<file path="src/isq_pkg.sv">
`default_nettype none

package isq_pkg;

    localparam int THREADS_DEF  = 2;
    localparam int CAPACITY_DEF = 16;

    localparam int ACTION_W = 2;
    localparam int THREAD_W = 1;
    localparam int SEQ_W    = 64;
    localparam int SLOT_W   = 4;
    localparam int COUNT_W  = 5;

    // threads that the thread field can name at all
    localparam int THREAD_SPAN = 1 << THREAD_W;

    typedef enum logic [ACTION_W-1:0] {
        ACT_ALLOC  = 2'd0,
        ACT_MARK   = 2'd1,
        ACT_RETIRE = 2'd2,
        ACT_SQUASH = 2'd3
    } action_t;

    typedef enum logic [2:0] {
        CELL_IDLE,
        CELL_CHECK,
        CELL_MARK,
        CELL_RETIRE,
        CELL_SQUASH
    } cell_op_t;

    typedef enum logic [1:0] {
        ST_IDLE,
        ST_CHECK,
        ST_POP,
        ST_DONE
    } ctrl_state_t;

    // broadcast from the controller to every cell
    typedef struct packed {
        cell_op_t            op;
        logic [THREAD_W-1:0] thread;
        logic [SEQ_W-1:0]    seq;
    } cell_cmd_t;

    typedef struct packed {
        logic hit;
        logic pop;
    } cell_resp_t;

endpackage

`default_nettype wire

</file>
<file path="src/isq_req_if.sv">
`default_nettype none

interface isq_req_if;
    logic                         valid;
    logic                         ready;
    logic [isq_pkg::ACTION_W-1:0] action;
    logic [isq_pkg::THREAD_W-1:0] thread;
    logic [isq_pkg::SEQ_W-1:0]    seq_num;
    logic                         has_slot;
    logic [isq_pkg::SLOT_W-1:0]   slot;

    modport source (output valid, action, thread, seq_num, has_slot, slot, input ready);
    modport sink   (input valid, action, thread, seq_num, has_slot, slot, output ready);
endinterface

`default_nettype wire

</file>
<file path="src/isq_rsp_if.sv">
`default_nettype none

interface isq_rsp_if;
    logic                        valid;
    logic                        ready;
    logic                        accepted;
    logic [isq_pkg::SLOT_W-1:0]  slot_out;
    logic [isq_pkg::COUNT_W-1:0] removed;
    logic [isq_pkg::COUNT_W-1:0] occupancy;

    modport source (output valid, accepted, slot_out, removed, occupancy, input ready);
    modport sink   (input valid, accepted, slot_out, removed, occupancy, output ready);
endinterface

`default_nettype wire

</file>
<file path="src/inorder_slot_queue_retire_squash.sv">
// In-order slot queue per hardware thread, with commit retirement and squash.
// req channel: one transfer carries an action (allocate, mark finished,
// retire committed, squash), the thread, a sequence number and the slot the
// instruction may already hold. rsp channel: one result per request with the
// accepted flag, the allocated slot, the number of entries removed and the
// thread's occupancy afterwards.
// The slots form a ring of cells; retire walks a token forwards from the
// head and squash walks it backwards from the tail, one entry per cycle.
// Allocate and mark finished: the request is registered and ST_CHECK checks
// the cells. Retire and squash: ST_POP pops entries (at most CAPACITY) until
// the walk meets an entry it keeps or the queue empties. ST_DONE then moves
// the result to the output register; a new request is taken in the cycle after
// that, so the block works on one request at a time.
// When rsp is stalled the result waits in the output register and the next
// request is still taken and worked on; only its own result then waits.
// Reset empties every queue (live and finished flags, pointers and counts).
`default_nettype none

module inorder_slot_queue_retire_squash #(
    parameter int THREADS  = isq_pkg::THREADS_DEF,
    parameter int CAPACITY = isq_pkg::CAPACITY_DEF
) (
    input  wire        clk,
    input  wire        rst_n,
    isq_req_if.sink    req,
    isq_rsp_if.source  rsp
);

    localparam int USED_THREADS = (THREADS < isq_pkg::THREAD_SPAN)
                                  ? THREADS : isq_pkg::THREAD_SPAN;

    isq_pkg::cell_cmd_t   cmd;
    logic [CAPACITY-1:0]  inj;
    logic [CAPACITY-1:0]  wr;
    logic [CAPACITY-1:0]  fwd;
    logic [CAPACITY-1:0]  bwd;
    isq_pkg::cell_resp_t  resp [CAPACITY];

    isq_ctrl #(
        .THREADS      (THREADS),
        .CAPACITY     (CAPACITY),
        .USED_THREADS (USED_THREADS)
    ) u_ctrl (
        .clk   (clk),
        .rst_n (rst_n),
        .req   (req),
        .rsp   (rsp),
        .cmd   (cmd),
        .inj   (inj),
        .wr    (wr),
        .resp  (resp)
    );

    for (genvar i = 0; i < CAPACITY; i++)
    begin : g_cell
        localparam int PREV = (i + CAPACITY - 1) % CAPACITY;
        localparam int NEXT = (i + 1) % CAPACITY;

        isq_cell #(
            .USED_THREADS (USED_THREADS)
        ) u_cell (
            .clk     (clk),
            .rst_n   (rst_n),
            .cmd     (cmd),
            .inj     (inj[i]),
            .wr      (wr[i]),
            .fwd_in  (fwd[PREV]),
            .bwd_in  (bwd[NEXT]),
            .fwd_out (fwd[i]),
            .bwd_out (bwd[i]),
            .resp    (resp[i])
        );
    end

endmodule

`default_nettype wire

</file>
<file path="src/isq_cell.sv">
`default_nettype none

// One queue slot, holding that slot's entry for every thread. A token
// walks the ring: forwards from the head on retire, backwards from the
// tail on squash; it moves on only when this cell pops its entry.
module isq_cell #(
    parameter int USED_THREADS = isq_pkg::THREADS_DEF
) (
    input  wire                  clk,
    input  wire                  rst_n,
    input  isq_pkg::cell_cmd_t   cmd,
    input  wire                  inj,
    input  wire                  wr,
    input  wire                  fwd_in,
    input  wire                  bwd_in,
    output logic                 fwd_out,
    output logic                 bwd_out,
    output isq_pkg::cell_resp_t  resp
);

    localparam int TIDX_W = (USED_THREADS > 1) ? $clog2(USED_THREADS) : 1;

    logic [USED_THREADS-1:0]      live_reg;
    logic [USED_THREADS-1:0]      live_next;
    logic [USED_THREADS-1:0]      done_reg;
    logic [USED_THREADS-1:0]      done_next;
    logic [isq_pkg::SEQ_W-1:0]    order_reg [USED_THREADS];
    logic                         tok_reg;
    logic                         tok_next;

    logic [TIDX_W-1:0]            tidx;
    logic                         match;
    logic                         pop;

    assign tidx  = cmd.thread[TIDX_W-1:0];
    assign match = live_reg[tidx] && (order_reg[tidx] == cmd.seq);

    always_comb
    begin
        live_next = live_reg;
        done_next = done_reg;
        pop       = 1'b0;
        resp.hit  = 1'b0;
        unique case (cmd.op)
            isq_pkg::CELL_CHECK:
            begin
                resp.hit = tok_reg && match;
            end
            isq_pkg::CELL_MARK:
            begin
                resp.hit = tok_reg && match;
                if (tok_reg && match)
                begin
                    done_next[tidx] = 1'b1;
                end
            end
            isq_pkg::CELL_RETIRE:
            begin
                pop = tok_reg && done_reg[tidx] && (order_reg[tidx] <= cmd.seq);
            end
            isq_pkg::CELL_SQUASH:
            begin
                pop = tok_reg && (order_reg[tidx] > cmd.seq);
            end
            default:
            begin
                pop = 1'b0;
            end
        endcase
        if (pop)
        begin
            live_next[tidx] = 1'b0;
            done_next[tidx] = 1'b0;
        end
        if (wr)
        begin
            live_next[tidx] = 1'b1;
            done_next[tidx] = 1'b0;
        end
        resp.pop = pop;
        fwd_out  = pop && (cmd.op == isq_pkg::CELL_RETIRE);
        bwd_out  = pop && (cmd.op == isq_pkg::CELL_SQUASH);
        tok_next = inj
                   || (fwd_in && (cmd.op == isq_pkg::CELL_RETIRE))
                   || (bwd_in && (cmd.op == isq_pkg::CELL_SQUASH));
    end

    always_ff @(posedge clk or negedge rst_n)
    begin
        if (!rst_n)
        begin
            live_reg <= '0;
            done_reg <= '0;
            tok_reg  <= 1'b0;
        end
        else
        begin
            live_reg <= live_next;
            done_reg <= done_next;
            tok_reg  <= tok_next;
        end
    end

    always_ff @(posedge clk)
    begin
        if (wr)
        begin
            order_reg[tidx] <= cmd.seq;
        end
    end

endmodule

`default_nettype wire

</file>
<file path="src/isq_ctrl.sv">
`default_nettype none

// Per-thread head/tail/count bookkeeping, sequencing of the cell ring and
// the result register.
module isq_ctrl #(
    parameter int THREADS      = isq_pkg::THREADS_DEF,
    parameter int CAPACITY     = isq_pkg::CAPACITY_DEF,
    parameter int USED_THREADS = isq_pkg::THREADS_DEF
) (
    input  wire                  clk,
    input  wire                  rst_n,
    isq_req_if.sink              req,
    isq_rsp_if.source            rsp,
    output isq_pkg::cell_cmd_t   cmd,
    output logic [CAPACITY-1:0]  inj,
    output logic [CAPACITY-1:0]  wr,
    input  isq_pkg::cell_resp_t  resp [CAPACITY]
);

    localparam int PTR_W  = $clog2(CAPACITY);
    localparam int CNT_W  = $clog2(CAPACITY + 1);
    localparam int TIDX_W = (USED_THREADS > 1) ? $clog2(USED_THREADS) : 1;
    localparam logic [PTR_W-1:0] LAST_PTR = PTR_W'(CAPACITY - 1);
    localparam logic [CNT_W-1:0] FULL_CNT = CNT_W'(CAPACITY);

    isq_pkg::ctrl_state_t            state_reg, state_next;
    isq_pkg::action_t                act_reg, act_next;
    logic [isq_pkg::THREAD_W-1:0]    thr_reg, thr_next;
    logic [isq_pkg::SEQ_W-1:0]       seq_reg, seq_next;
    logic                            bad_reg, bad_next;
    logic [PTR_W-1:0]                head_reg [USED_THREADS];
    logic [PTR_W-1:0]                head_next [USED_THREADS];
    logic [PTR_W-1:0]                next_reg [USED_THREADS];
    logic [PTR_W-1:0]                next_next [USED_THREADS];
    logic [CNT_W-1:0]                count_reg [USED_THREADS];
    logic [CNT_W-1:0]                count_next [USED_THREADS];
    logic [CNT_W-1:0]                removed_reg, removed_next;
    logic                            acc_reg, acc_next;
    logic [isq_pkg::SLOT_W-1:0]      slot_out_reg, slot_out_next;

    logic                            out_valid_reg, out_valid_next;
    logic                            out_acc_reg, out_acc_next;
    logic [isq_pkg::SLOT_W-1:0]      out_slot_reg, out_slot_next;
    logic [isq_pkg::COUNT_W-1:0]     out_removed_reg, out_removed_next;
    logic [isq_pkg::COUNT_W-1:0]     out_occ_reg, out_occ_next;

    logic [TIDX_W-1:0]               tin;
    logic [TIDX_W-1:0]               tcur;
    logic                            thread_ok;
    logic                            slot_ok;
    logic [PTR_W-1:0]                tail_prev;
    logic [PTR_W-1:0]                start_ptr;
    logic                            hit_any;
    logic                            pop_any;

    assign tin       = req.thread[TIDX_W-1:0];
    assign tcur      = thr_reg[TIDX_W-1:0];
    assign thread_ok = int'(req.thread) < THREADS;
    assign slot_ok   = req.has_slot && (int'(req.slot) < CAPACITY);
    assign tail_prev = (next_reg[tin] == '0) ? LAST_PTR : next_reg[tin] - PTR_W'(1);
    assign start_ptr = (isq_pkg::action_t'(req.action) == isq_pkg::ACT_RETIRE)
                       ? head_reg[tin] : tail_prev;

    always_comb
    begin
        hit_any = 1'b0;
        pop_any = 1'b0;
        for (int i = 0; i < CAPACITY; i++)
        begin
            hit_any = hit_any | resp[i].hit;
            pop_any = pop_any | resp[i].pop;
        end
    end

    always_comb
    begin
        state_next    = state_reg;
        act_next      = act_reg;
        thr_next      = thr_reg;
        seq_next      = seq_reg;
        bad_next      = bad_reg;
        head_next     = head_reg;
        next_next     = next_reg;
        count_next    = count_reg;
        removed_next  = removed_reg;
        acc_next      = acc_reg;
        slot_out_next = slot_out_reg;

        out_valid_next   = out_valid_reg && !rsp.ready;
        out_acc_next     = out_acc_reg;
        out_slot_next    = out_slot_reg;
        out_removed_next = out_removed_reg;
        out_occ_next     = out_occ_reg;

        req.ready  = 1'b0;
        inj        = '0;
        wr         = '0;
        cmd.op     = isq_pkg::CELL_IDLE;
        cmd.thread = thr_reg;
        cmd.seq    = seq_reg;

        unique case (state_reg)
            isq_pkg::ST_IDLE:
            begin
                req.ready = 1'b1;
                if (req.valid)
                begin
                    act_next      = isq_pkg::action_t'(req.action);
                    thr_next      = req.thread;
                    seq_next      = req.seq_num;
                    bad_next      = !thread_ok;
                    removed_next  = '0;
                    acc_next      = 1'b0;
                    slot_out_next = '0;
                    if (!thread_ok)
                    begin
                        state_next = isq_pkg::ST_DONE;
                    end
                    else
                    begin
                        unique case (isq_pkg::action_t'(req.action))
                            isq_pkg::ACT_ALLOC, isq_pkg::ACT_MARK:
                            begin
                                for (int i = 0; i < CAPACITY; i++)
                                begin
                                    inj[i] = slot_ok && (int'(req.slot) == i);
                                end
                                state_next = isq_pkg::ST_CHECK;
                            end
                            isq_pkg::ACT_RETIRE, isq_pkg::ACT_SQUASH:
                            begin
                                acc_next = 1'b1;
                                if (count_reg[tin] == '0)
                                begin
                                    state_next = isq_pkg::ST_DONE;
                                end
                                else
                                begin
                                    for (int i = 0; i < CAPACITY; i++)
                                    begin
                                        inj[i] = (int'(start_ptr) == i);
                                    end
                                    state_next = isq_pkg::ST_POP;
                                end
                            end
                        endcase
                    end
                end
            end
            isq_pkg::ST_CHECK:
            begin
                if (act_reg == isq_pkg::ACT_ALLOC)
                begin
                    cmd.op = isq_pkg::CELL_CHECK;
                    if (!hit_any && (count_reg[tcur] < FULL_CNT))
                    begin
                        for (int i = 0; i < CAPACITY; i++)
                        begin
                            wr[i] = (int'(next_reg[tcur]) == i);
                        end
                        acc_next          = 1'b1;
                        slot_out_next     = isq_pkg::SLOT_W'(next_reg[tcur]);
                        next_next[tcur]   = (next_reg[tcur] == LAST_PTR)
                                            ? '0 : next_reg[tcur] + PTR_W'(1);
                        count_next[tcur]  = count_reg[tcur] + CNT_W'(1);
                    end
                end
                else
                begin
                    cmd.op   = isq_pkg::CELL_MARK;
                    acc_next = hit_any;
                end
                state_next = isq_pkg::ST_DONE;
            end
            isq_pkg::ST_POP:
            begin
                cmd.op = (act_reg == isq_pkg::ACT_RETIRE)
                         ? isq_pkg::CELL_RETIRE : isq_pkg::CELL_SQUASH;
                if (pop_any)
                begin
                    removed_next     = removed_reg + CNT_W'(1);
                    count_next[tcur] = count_reg[tcur] - CNT_W'(1);
                    if (act_reg == isq_pkg::ACT_RETIRE)
                    begin
                        head_next[tcur] = (head_reg[tcur] == LAST_PTR)
                                          ? '0 : head_reg[tcur] + PTR_W'(1);
                    end
                    else
                    begin
                        next_next[tcur] = (next_reg[tcur] == '0)
                                          ? LAST_PTR : next_reg[tcur] - PTR_W'(1);
                    end
                    if (count_reg[tcur] == CNT_W'(1))
                    begin
                        state_next = isq_pkg::ST_DONE;
                    end
                end
                else
                begin
                    state_next = isq_pkg::ST_DONE;
                end
            end
            isq_pkg::ST_DONE:
            begin
                if (!out_valid_reg || rsp.ready)
                begin
                    out_valid_next   = 1'b1;
                    out_acc_next     = acc_reg;
                    out_slot_next    = slot_out_reg;
                    out_removed_next = isq_pkg::COUNT_W'(removed_reg);
                    out_occ_next     = bad_reg ? '0 : isq_pkg::COUNT_W'(count_reg[tcur]);
                    state_next       = isq_pkg::ST_IDLE;
                end
            end
        endcase
    end

    always_ff @(posedge clk or negedge rst_n)
    begin
        if (!rst_n)
        begin
            state_reg     <= isq_pkg::ST_IDLE;
            out_valid_reg <= 1'b0;
            for (int t = 0; t < USED_THREADS; t++)
            begin
                head_reg[t]  <= '0;
                next_reg[t]  <= '0;
                count_reg[t] <= '0;
            end
        end
        else
        begin
            state_reg     <= state_next;
            out_valid_reg <= out_valid_next;
            head_reg      <= head_next;
            next_reg      <= next_next;
            count_reg     <= count_next;
        end
    end

    always_ff @(posedge clk)
    begin
        act_reg         <= act_next;
        thr_reg         <= thr_next;
        seq_reg         <= seq_next;
        bad_reg         <= bad_next;
        removed_reg     <= removed_next;
        acc_reg         <= acc_next;
        slot_out_reg    <= slot_out_next;
        out_acc_reg     <= out_acc_next;
        out_slot_reg    <= out_slot_next;
        out_removed_reg <= out_removed_next;
        out_occ_reg     <= out_occ_next;
    end

    assign rsp.valid     = out_valid_reg;
    assign rsp.accepted  = out_acc_reg;
    assign rsp.slot_out  = out_slot_reg;
    assign rsp.removed   = out_removed_reg;
    assign rsp.occupancy = out_occ_reg;

endmodule

`default_nettype wire

</file>
<file path="src/flat_wrapper.sv">
// flat-port wrapper written by rule: the top's interface ports become plain ports
module inorder_slot_queue_retire_squash_flat 
#(
    parameter int THREADS  = isq_pkg::THREADS_DEF,
    parameter int CAPACITY = isq_pkg::CAPACITY_DEF
)
  (clk, rst_n, req_valid, req_action, req_thread, req_seq_num, req_has_slot, req_slot, req_ready, rsp_valid, rsp_accepted, rsp_slot_out, rsp_removed, rsp_occupancy, rsp_ready);
  isq_req_if req_i ();
  isq_rsp_if rsp_i ();
  input  wire clk;
  input  wire rst_n;
  input wire logic [$bits(req_i.valid)-1:0] req_valid;
  input wire logic [$bits(req_i.action)-1:0] req_action;
  input wire logic [$bits(req_i.thread)-1:0] req_thread;
  input wire logic [$bits(req_i.seq_num)-1:0] req_seq_num;
  input wire logic [$bits(req_i.has_slot)-1:0] req_has_slot;
  input wire logic [$bits(req_i.slot)-1:0] req_slot;
  output wire logic [$bits(req_i.ready)-1:0] req_ready;
  output wire logic [$bits(rsp_i.valid)-1:0] rsp_valid;
  output wire logic [$bits(rsp_i.accepted)-1:0] rsp_accepted;
  output wire logic [$bits(rsp_i.slot_out)-1:0] rsp_slot_out;
  output wire logic [$bits(rsp_i.removed)-1:0] rsp_removed;
  output wire logic [$bits(rsp_i.occupancy)-1:0] rsp_occupancy;
  input wire logic [$bits(rsp_i.ready)-1:0] rsp_ready;
  assign req_i.valid = req_valid;
  assign req_i.action = req_action;
  assign req_i.thread = req_thread;
  assign req_i.seq_num = req_seq_num;
  assign req_i.has_slot = req_has_slot;
  assign req_i.slot = req_slot;
  assign req_ready = req_i.ready;
  assign rsp_valid = rsp_i.valid;
  assign rsp_accepted = rsp_i.accepted;
  assign rsp_slot_out = rsp_i.slot_out;
  assign rsp_removed = rsp_i.removed;
  assign rsp_occupancy = rsp_i.occupancy;
  assign rsp_i.ready = rsp_ready;
  inorder_slot_queue_retire_squash #(.THREADS(THREADS), .CAPACITY(CAPACITY)) u_core (.clk(clk), .rst_n(rst_n), .req(req_i), .rsp(rsp_i));
endmodule
</file>
<file path="config.mk">
export PLATFORM = sky130hd
export DESIGN_NAME = inorder_slot_queue_retire_squash_flat
export DESIGN_NICKNAME = d
export VERILOG_FILES = /design/src/isq_pkg.sv /design/src/isq_req_if.sv /design/src/isq_rsp_if.sv /design/src/inorder_slot_queue_retire_squash.sv /design/src/isq_cell.sv /design/src/isq_ctrl.sv /design/src/flat_wrapper.sv
export SDC_FILE = /design/constraint.sdc
export NUM_CORES = 2
export LEC_CHECK = 0
export ABC_AREA = 1
export BUFFER_PORTS_ARGS = -buffer_cell sky130_fd_sc_hd__buf_4
export CORE_MARGIN = 2
export CORE_UTILIZATION = 35
export CTS_CLUSTER_DIAMETER = 150
export DETAILED_ROUTE_END_ITERATION = 6
export GPL_TIMING_DRIVEN = 0
export HOLD_SLACK_MARGIN = 0.1
export SYNTH_ARGS = -nofsm -noshare
export SYNTH_HDL_FRONTEND = slang
export SYNTH_SLANG_ARGS = --single-unit
</file>
<file path="constraint.sdc">
create_clock -name clk -period 7.65 [get_ports clk]
set_input_delay 0.3825 -clock clk [delete_from_list [all_inputs] [get_ports clk]]
set_output_delay 0.3825 -clock clk [all_outputs]
set_load 0.005 [all_outputs]
</file>
; ---- After elaboration in Yosys (flattened, before gate mapping)
; Memory sizes are Yosys's and may differ from the RTL's. A register that Yosys moved wholly into a read port is not among the register bits.
; Index checks and enable logic that the tools add are counted.
[op_classes]
n_eq_ne = 83
n_reduce_logical = 224
n_mux = 315
n_lt_le_gt_ge = 38
n_bitwise = 113
add_sub_neg = 7
[ops]
columns = op, n
row1 = $eq 64x64->1, 16
row2 = $gt 64x64->1, 16
row3 = $le 64x64->1, 16
row4 = $mux 2, 101
row5 = $logic_and 1x1->1, 164
row6 = $mux 1, 137
row7 = $eq 4x4->1 const B, 26
row8 = $and 2x2->2, 48
row9 = $mux 16, 6
row10 = $mux 4, 21
row11 = $or 2x2->2, 32
row12 = $eq 4x3->1 const B, 12
row13 = $mux 5, 9
row14 = $pmux 1 s2, 17
row15 = $logic_or 1x1->1, 33
row16 = $mux 8, 4
row17 = $pmux 16 s2, 1
row18 = $mux 10, 3
row19 = $or 1x1->1, 30
row20 = $bwmux 8, 3
row21 = $eq 4x2->1 const B, 6
row22 = $bwmux 10, 2
row23 = $logic_not 4->1, 5
row24 = $pmux 10 s2, 1
row25 = other kinds (39), 71
[word_totals]
output_inout_bits = 17
wordCells = 862
mem_bits_rw = 2048
reg_bits = 201
input_bits = 76
mem_count = 16
[memory_table]
columns = name, depth, word_bits, read_ports, rd_ports_with_merged_regs, write_ports, line
row1 = u_core.g_cell[0].u_cell.order_reg, 2, 64, 1, 1, 1, isq_cell.sv:27  ; logic [isq_pkg::SEQ_W-1:0] order_reg [USED_THREADS];
row2 = u_core.g_cell[10].u_cell.order_reg, 2, 64, 1, 1, 1, isq_cell.sv:27
row3 = u_core.g_cell[11].u_cell.order_reg, 2, 64, 1, 1, 1, isq_cell.sv:27
row4 = u_core.g_cell[12].u_cell.order_reg, 2, 64, 1, 1, 1, isq_cell.sv:27
row5 = u_core.g_cell[13].u_cell.order_reg, 2, 64, 1, 1, 1, isq_cell.sv:27
row6 = u_core.g_cell[14].u_cell.order_reg, 2, 64, 1, 1, 1, isq_cell.sv:27
row7 = +10 memories, -, -, -, -, -, -

; ---- Longest topological paths before layout
[depth]
word_depth = 28
mapped_depth = 31
ltp_nobuf = 27

; ---- Hierarchy
; A second synthesis with hierarchy kept.
[hier_totals]
hier_cells = 11306
area_unflattened_um2 = 114046.9
[modules_own_cells]
columns = module, area_each_um2, cells_each, n_inst
row1 = isq_cell (u_core.g_cell[10].u_cell ...), 6740.2, 669, 5
row2 = isq_cell (u_core.g_cell[1].u_cell ...), 6751.5, 667, 4
row3 = isq_cell (u_core.g_cell[0].u_cell ...), 6797.8, 676, 2
row4 = isq_cell (u_core.g_cell[7].u_cell ...), 6760.2, 674, 2
row5 = isq_cell (u_core.g_cell[11].u_cell), 6794.0, 666, 1
row6 = isq_cell (u_core.g_cell[15].u_cell), 6787.8, 673, 1
row7 = isq_cell (u_core.g_cell[9].u_cell), 6784.0, 675, 1
row8 = isq_ctrl, 5858.1, 579, 1

; ---- Worst setup path before layout
; OpenSTA, ideal clock, no wires.
[synth_timing]
kind = reg-to-reg
startpoint = register with a tool-made name
endpoint = memory u_core.g_cell[3].u_cell.order_reg[0][0] (netlist bit), enable pin
setup_time_ns = 0.488
path_buffers = 4
arrival_time_ns = 6.021
stages_incl_launch_ff = 23
path_slack_ns = 1.141
cell_sequence = dfxtp_1 -> clkbuf_1 -> clkbuf_1 -> clkbuf_1 -> clkbuf_1 -> mux2_2 -> ha_1 -> nand2_1 -> nor2_1 -> and2_1 -> nand3_1 -> nor2_1 -> inv_1 -> nor3_1 -> nor2_1 -> nand2_1 -> nor2_1 -> nand2_1 -> nand2_1 -> nand2_1 -> nor3_2 -> nand2_1 -> nor2_1
[synth_rtl]
columns = element, line
row1 = to (decl), isq_cell.sv:27

==> results.sh <==
export IMPL_cp_slowest_stage_delay_ns=0.61
export IMPL_drc_errors=0
export IMPL_critPathBufInv=8
export IMPL_worstHoldStart="req_seq_num[51]"
export IMPL_synth_top_family_by_area="adder cells"
export IMPL_synthArstFlopShare_pct=4.84
export IMPL_reg2reg_depth=25
export IMPL_synth_edf_count=2140
export IMPL_clock_path_buffers=4
export IMPL_cpMostUsedCell="nand2_1"
export IMPL_cp_required_ns=8.27
export IMPL_grt_total_usage_pct=19.0
export IMPL_place_gp_congestion=0.931
export IMPL_ys_seq_area_share_pct=62.6
export IMPL_min_path_cells=2
export IMPL_areaGrowthSynthToFinish_pct=16.5
export IMPL_cp_end_kind="flip-flop"
export IMPL_cp_data_arrival_time_ns=8.21
export IMPL_synth_flop_cell="edfxtp_1"
export IMPL_start_util_pct=35.1
export IMPL_synth_area_per_cell_sq_um=13.8
export IMPL_ant_nets=0
export IMPL_cts_max_level=4
export IMPL_p_leak_nw=46.6
export IMPL_synth_warnings=0
export IMPL_synthSimpleGateAreaFrac_pct=7.58
export IMPL_num_rows=203
export IMPL_die_h_um=557
export IMPL_cap_viol_max_count=0
export IMPL_reg2reg_to="u_core.g_cell[0].u_cell.order_reg[0][61]"
export IMPL_wire_per_inst_um=23.7
export IMPL_clkTransAtPathRegs_ns=0.06
export IMPL_place_ws_ns=-0.944
export IMPL_first_global_vias=65000
export IMPL_grt_pass1_wl_um=432000
export IMPL_clock_sinks=2250
export IMPL_via_per_inst=5.12
export IMPL_mostFrequentLayoutCells="edfxtp_1, nand2_1, ha_1, mux2_2, a21oi_1"
export IMPL_ir_drop_uv=205
export IMPL_grtUsageMet1_pct=24.9
export IMPL_die_x_um=557
export IMPL_fin_util_pct=40.9
export IMPL_clock_latency_ns=0.92
export IMPL_portBuffers=92
export IMPL_boundaryPins=93
export IMPL_slew_viol_final=0
export IMPL_ys_ff_latch=2250
export IMPL_syn_area_sq_um=107000
export IMPL_outcome="finished clean"
export IMPL_clockRootBuffer="clkbuf_16"
export IMPL_busiest_layer="met2"
export IMPL_hp_class="in2reg"
export IMPL_final_min_clock_period_ns=7.59
export IMPL_core_area_sq_um=305000
export IMPL_final_common_cell="edfxtp_1"
export IMPL_dp_hpwl_um=203000
export IMPL_regToRegSetupSlack_ns=0.06
export IMPL_powerDensity_nw_per_um2=294
export IMPL_synth_xor_area_share_pct=0.0900
export IMPL_vias=64700
export IMPL_drive_gt1_share_pct=20.0
export IMPL_fmax_ghz=0.132
export IMPL_die_area_sq_um=310000
export IMPL_use_met3_pct=2.40
export IMPL_worst_pin_slew_ns=1.44
export IMPL_synth_distinct_cells=53
export IMPL_layout_setup_ws_ns=0.0613
export IMPL_rsz0062_at_grt="false"
export IMPL_grt_util_met2_pct=32.0
export IMPL_synth_compound_area_share_pct=4.83
export IMPL_synthMuxAreaShare_pct=10.8
export IMPL_cts_buffers=242
export IMPL_antenna_found_initial=11
export IMPL_routed_wl_um=300000
export IMPL_drt_first_pass_iters=5
export IMPL_crit_fanout=26
export IMPL_nets=9460
export IMPL_grt_ovfl_total=0
export IMPL_fillCellCount=27800
export IMPL_drtIter0Drc=5593
export IMPL_whs_ns=0.180
export IMPL_critPathTopFamily="simple AND/OR/NAND/NOR gates"
export IMPL_largest_reg_flops=2048
export IMPL_total_power_w=0.0366
export IMPL_synth_fa_ha_area_share_pct=12.2
export IMPL_post_route_period_util_pct=99.2
export IMPL_synth_cells=7778
export IMPL_slew_headroom_pct=3.98
export IMPL_worst_hold_path_endpoint="u_core.u_ctrl.seq_reg[51]"
export IMPL_setup_viol=0
export IMPL_finClkSkew_ns=0.0823
export IMPL_slowest_stage="nor3_1"
export IMPL_synthesis_nets=8896
export IMPL_start_kind="flip-flop"
export IMPL_hold_viol=0
export IMPL_grt_max_degree=78
export IMPL_cts_tree="built"
export IMPL_path_class="reg2reg"
[metrics by stage]
| step | setup TNS [ns] | area (sq um) | cells |
|---|---|---|---|
| 2_1_floorplan | 0 | 107000 | 7778 |
| 3_3_place_gp | - | 113000 | 12000 |
| 3_5_place_dp | -1016.38 | 115000 | 12100 |
| 4_1_cts | -0.0842 | 124000 | 12600 |
| 5_1_grt | 0 | 125000 | 12600 |
| 6_report | 0 | 125000 | 12600 |
[cell type report]
class	instances	area, sq um	share of cell area [%]
diodes	6	15.0	0.0120
repair buffers	318	4350	3.48
multi-input cells	4971	38200	30.6
plain buffers	157	667	0.534
flip-flops and latches	2250	67000	53.7
inverters	402	1510	1.21
well taps	4100	5130	4.11
clock inverters	152	1640	1.31
clock buffers	281	6220	4.99
[synthesized netlist by cell type, types with 17 or more instances]
library cell	count	share of area, %
a21o_1	18	0.13
a21oi_1	512	2.4
clkbuf_1	137	0.48
dfrtp_1	109	2.5
edfxtp_1	2140	60
ha_1	1042	12
inv_1	390	1.4
mux2_2	1008	11
mux2i_1	17	0.16
nand2_1	1210	4.2
nand3_1	116	0.54
nand4_1	111	0.65
nor2_1	408	1.4
nor3_1	37	0.17
o21a_1	64	0.45
o21ai_0	228	1.1
o21bai_1	24	0.17
o22ai_1	18	0.11
[worst register-to-register path: stages (launching register included)]
cell and delay [ns]:
dfxtp_1 0.49, clkbuf_1 0.28, clkbuf_2 0.56, clkbuf_2 0.39, buf_12 0.25, clkbuf_1 0.61, mux2_2 0.41, ha_1 0.27
nand2_1 0.05, inv_1 0.07, nand3_1 0.08, nor3_1 0.61, nor2b_1 0.35, nand2_1 0.35, nor2_1 0.42, nand3b_1 0.16
nand3_1 0.11, nor2_1 0.07, nand2_1 0.25, nand2_1 0.13, nand2_1 0.18, nor2_1 0.17, nand2_2 0.42, nor2_4 0.13
buf_12 0.25, buf_12 0.24
[repair_timing]
action,CTS,global route
hold buffers,81,0
buffers inserted,4,31
gates cloned,2,0
endpoints found under the setup margin,2081,511
pin swaps,4,14
resized for setup,12,5
endpoints found under the hold margin,201,0
[how the worst max path moves through the flow]
stage | depth (start not counted) | slack [ns] | end | start
global route | 26 | 0.02 | u_core.g_cell[14].u_cell.order_reg[1][35] | flip-flop
floorplan | 22 | 1.14 | u_core.g_cell[3].u_cell.order_reg[0][0] | flip-flop
finish | 25 | 0.06 | u_core.g_cell[0].u_cell.order_reg[0][61] | flip-flop
detailed placement | 25 | -0.94 | u_core.g_cell[8].u_cell.order_reg[1][6] | flip-flop
CTS | 19 | -0.01 | u_core.g_cell[0].u_cell.order_reg[1][23] | u_core.u_ctrl.seq_reg[63]
global placement | 23 | -7.23 | u_core.g_cell[2].u_cell.order_reg[1][62] | flip-flop
[where the power goes]
part / switching [W] / leakage (nW) / total (W) / internal, W
Sequential: 0.000636 / 20.8 / 0.0149 / 0.0143
Clock: 0.00488 / 3.85 / 0.0117 / 0.00687
Combinational: 0.00615 / 22.0 / 0.00996 / 0.00382
Total: 0.0117 / 46.6 / 0.0366 / 0.0250
[per-layer routing]
| layer | up-vias | routed length (um) | share of wire [%] |
|---|---|---|---|
| li1 | 30000 | - | - |
| met1 | 32400 | 127000 | 42 |
| met5 | - | 0 | 0 |
| met2 | 1871 | 143000 | 48 |
| met4 | 0 | 12000 | 4.0 |
| met3 | 484 | 18200 | 6.1 |
[kinds of logic (layout without fill, tap and decap cells)]
family / Yosys count / in the layout
other: 0 / 6
and+or+nand+nor: 1954 / 1956
AOI/OAI and AO/OA: 937 / 937
buffers and inverters: 559 / 1310
xor gates and xnor gates: 11 / 11
adders and majority gates: 1042 / 1042
DFF: 2250 / 2250
muxes: 1025 / 1025
Power figures use the tool's default switching activity.
